`src/sv/bpfa_pkg.sv`:
```
`timescale 1ns / 1ps

package bpfa_pkg;

	// Bitmap geometry
	localparam int unsigned DEPTH_DEFAULT = 8192;
	localparam int unsigned PAGE_SHIFT    = 12;   // 4 KiB pages
	localparam int unsigned BYTE_IDX_W    = 18;   // holds a byte index up to the largest depth
	localparam int unsigned FREE_W        = 17;

	localparam logic [FREE_W-1:0] FREE_MAX = '1;

	// Configuration register indexes
	localparam logic CFG_BITMAP_BYTES   = 1'b0;
	localparam logic CFG_RESERVED_PAGES = 1'b1;

	localparam logic [13:0] BITMAP_BYTES_RESET   = 14'd8192;
	localparam logic [16:0] RESERVED_PAGES_RESET = 17'd256;

	// Request codes
	localparam logic [1:0] REQ_ALLOC      = 2'd0;
	localparam logic [1:0] REQ_RELEASE    = 2'd1;
	localparam logic [1:0] REQ_FREE_RANGE = 2'd2;

	typedef enum logic [1:0] {
		ST_OK          = 2'd0,
		ST_NO_FREE     = 2'd1,
		ST_BAD_RELEASE = 2'd2,
		ST_RESERVED    = 2'd3
	} bpfa_status_t;

	// Result of the shared byte unit
	typedef struct packed {
		logic [7:0] set_byte;   // byte with its lowest zero bit set
		logic [7:0] clr_byte;   // byte with the masked bits cleared
		logic [2:0] zero_bit;   // position of the lowest zero bit
		logic [3:0] hit_cnt;    // masked bits that were set
		logic       all_ones;   // byte is full
	} bpfa_byte_res_t;

endpackage

```
`src/sv/bpfa_byte_unit.sv`:
```
`timescale 1ns / 1ps

module bpfa_byte_unit
	import bpfa_pkg::*;
(
	input  logic [7:0]     data,
	input  logic [2:0]     lo,
	input  logic [2:0]     hi,
	output bpfa_byte_res_t res
);

	logic [7:0] mask;
	logic [7:0] hits;
	logic [3:0] cnt;
	logic [2:0] zb;

	always_comb begin
		mask = '0;
		for (int k = 0; k < 8; k++) begin
			mask[k] = (3'(k) >= lo) && (3'(k) <= hi);
		end
		hits = data & mask;
		cnt  = '0;
		for (int k = 0; k < 8; k++) begin
			cnt = cnt + 4'(hits[k]);
		end
		// lowest zero bit wins
		zb = '0;
		for (int k = 7; k >= 0; k--) begin
			if (!data[k]) begin
				zb = 3'(k);
			end
		end
	end

	always_comb begin
		res.set_byte = data | (8'd1 << zb);
		res.clr_byte = data & ~mask;
		res.zero_bit = zb;
		res.hit_cnt  = cnt;
		res.all_ones = &data;
	end

endmodule

```
`config.mk`:
```
export PLATFORM = sky130hd
export DESIGN_NAME = bpfa_byte_unit
export DESIGN_NICKNAME = d
export VERILOG_FILES = /design/src/sv/bpfa_pkg.sv /design/src/sv/bpfa_byte_unit.sv
export SDC_FILE = /design/constraint.sdc
export NUM_CORES = 1
export LEC_CHECK = 0
export BUFFER_PORTS_ARGS = -buffer_cell sky130_fd_sc_hd__buf_4
export CAP_MARGIN = 30
export CORE_AREA = 10 10 47 49
export DETAILED_ROUTE_END_ITERATION = 10
export DIE_AREA = 0 0 57 59
export PLACE_DENSITY_LB_ADDON = 0.12
export RECOVER_POWER = 100
export SLEW_MARGIN = 20
export SYNTH_ARGS = -nofsm -noshare
export SYNTH_HDL_FRONTEND = slang
export SYNTH_SLANG_ARGS = --single-unit
```
`constraint.sdc`:
```
create_clock -name vclk -period 4
set_clock_uncertainty 0.15 [all_clocks]
set_input_delay 0.6 -clock vclk [all_inputs]
set_output_delay 0.6 -clock vclk [all_outputs]
set_load 0.1 [all_outputs]
```
==> impl_metrics.py <==
metrics = {
    "floorplanning": {
        "die_x_um": 57,
        "rows": 14,
        "coreArea_um2": 1400,
        "die_area_um2": 3360,
        "start_util_pct": 34.5,
        "ioPinCount": 38,
        "die_y_um": 59,
    },
    "pwr": {
        "power_leakage_nw": 0.437,
        "p_comb_share_pct": 100.0,
        "sw_frac_of_total_pct": 74.8,
        "pwr-share-clk_pct": 0,
        "internal_power_uw": 61.4,
        "peakVddDrop_mv": 0.154,
        "p_seq_share_pct": 0,
        "power_density_nw_per_um2": 250,
        "power.switching_uw": 182,
    },
    "timing": {
        "final-setup-viol-count": 3,
        "layout_setup_ws_ns": -0.382,
        "timing.hold.ws_ns": 1.75,
        "rsz0062_at_grt": "true",
        "worst_slew_pin_slew_ns": 1.20,
        "max_slew_margin_pct": 20.5,
        "drv_slew": 0,
        "period_minus_slack_ns": 4.38,
        "final_min_period_over_clock_period_pct": 110,
        "final_hold_viol_count": 0,
        "fmax_ghz": 0.228,
    },
    "final_layout": {
        "synthToLayoutAreaGrowth_pct": 102,
        "final_area_um2": 976,
        "clkbuf_count": 0,
        "regArea_um2": 0,
        "layout-drive-gt1-share_pct": 44.4,
        "seq_cells": 0,
        "final_nets": 147,
        "diodes": 0,
        "fill_cells": 142,
    },
    "detailed_routing": {
        "wl_per_cell_um": 14.5,
        "drcViolationCount": 0,
        "detailroute.via_count": 701,
        "via_per_inst": 5.01,
        "dr.pass1.iters": 4,
        "final_antenna_net_count": 0,
        "first_iter_violations": 9,
        "routed_wl_um": 2030,
    },
    "logic_synthesis": {
        "synth_cells": 72,
        "syn_nets": 93,
        "synth.yosys.seq_area_share_pct": 0,
        "netlist_area_um2": 483,
        "synth.most_common_cell": "inv_1",
        "syn_area_per_cell_um2": 6.71,
        "synth_top_area_share_pct": 16.6,
        "synth_cell_types": 30,
        "yosysTopAreaCell": "fa_1",
        "synth.area.top_cells": "fa_1 (17%), inv_1 (8.5%), ha_1 (7.8%), nand2_1 (7.8%), nand4_4 (4.4%)",
        "yosysWarningCount": 0,
        "synth_common_cells": "inv_1 (11), nand2_1 (10), nor2_1 (5)",
    },
    "clocking": {
        "holdBufCountCts": 0,
    },
    "critical_path": {
        "worstPathArrival_ns": 3.63,
        "worst_setup_path_end_kind": "output port",
        "worstPathRequired_ns": 3.25,
        "crit_path_start_kind": "input pin",
        "worst-path-max-fanout": 3,
        "crit_type": "in -> out",
    },
    "hold_path": {
        "hold_path_class": "in -> out",
    },
    "place": {
        "dpl.hpwl_um": 1660,
        "place_area_um2": 906,
        "io_buffers": 37,
        "gp_congestion": 0.819,
    },
    "grt": {
        "grt_pass1_vias": 730,
        "grt_pass1_wl_um": 3370,
        "grtUsageTotal_pct": 11.6,
        "overflow": 0,
        "grt_max_degree": 9,
        "grt_antenna_before_repair": 0,
    },
    "job": {
        "maxCapViolCount": 0,
    },
    "run_status": {
        "status": "complete, but fails checks",
        "violations": "setup timing",
    },
}
path summary, 6_finish.rpt:
path	endpoint	startpoint	cells after the start	slack (ns)
max	res[2]	lo[1]	12	-0.38
min	res[7]	data[6]	3	1.75
timing repair:
item / in CTS / in global routing
buffers inserted: 3 / 3
resized for setup: 22 / 5
endpoints found under the setup margin: 4 / 4
pin swaps: 6 / 7
critical path, cell delays in order:
cell	delay [ns]
buf_8	0.11
nor3_4	0.23
nand2_2	0.09
fa_1	0.50
fa_1	0.53
inv_2	0.04
fa_1	0.51
ha_2	0.19
inv_2	0.04
fa_2	0.54
clkinvlp_4	0.10
buf_12	0.17
through the flow:
step	utilization, %	power, mW	instances	setup slack, ns	setup TNS [ns]
2_1_floorplan	-	0.176	72	-0.470	-0.900
3_3_place_gp	64.6	0.232	136	-0.480	-1.12
3_5_place_dp	64.6	0.234	136	-0.523	-1.24
4_1_cts	72.6	0.251	138	-0.364	-0.668
5_1_grt	69.6	0.256	140	-0.467	-1.02
6_report	69.6	0.244	140	-0.382	-0.747
layout by cell type (no fill, tap or decap), types with 2 or more instances in the layout:
cell      count
nor2b_1       2
buf_4        28
nand2_2       2
inv_2         2
inv_1         8
clkbuf_1     19
nand2_1       8
o21ai_0       4
buf_6         2
buf_12        3
nand3_1       2
a31oi_1       2
nor3_4        3
ha_1          2
nor2_1        4
and2_1        3
buf_8         2
fa_1          3
metal layers:
| metal | vias to the layer above | track usage (%) | wire length [um] |
|---|---|---|---|
| li1 | 351 | - | - |
| met1 | 327 | 12.5 | 797 |
| met2 | 23 | 23.3 | 1080 |
| met3 | 0 | 3.00 | 152 |
| met4 | 0 | 0 | 0 |
| met5 | - | 0 | 0 |
cells by family (layout without fill, tap and decap cells):
group | count (synthesis) | in the layout | synth area share (%)
and+or+nand+nor | 33 | 33 | 37.1
AOI/OAI and AO/OA | 17 | 17 | 24.9
buffers and inverters | 13 | 65 | 11.1
adders and majority gates | 7 | 7 | 24.4
other | 1 | 1 | 0.776
xor gates and xnor gates | 1 | 1 | 1.81
power by group through the flow:
| stage | sequential, mW | clock, mW | combinational [mW] |
|---|---|---|---|
| after floorplan | 0 | 0 | 0.176 |
| after global placement | 0 | 0 | 0.232 |
| after detailed placement | 0 | 0 | 0.234 |
| after CTS | 0 | 0 | 0.251 |
| after global routing | 0 | 0 | 0.256 |
| final | 0 | 0 | 0.244 |
layout make-up:
| cell class | count | area, um^2 | share of cell area (%) |
|---|---|---|---|
| Tap cell | 16 | 20.0 | 2.05 |
| Inverter | 11 | 45.0 | 4.62 |
| Multi-Input combinational cell | 59 | 517 | 52.9 |
| Timing Repair Buffer | 54 | 394 | 40.4 |
Note: power is estimated with default switching activity, not from simulation.
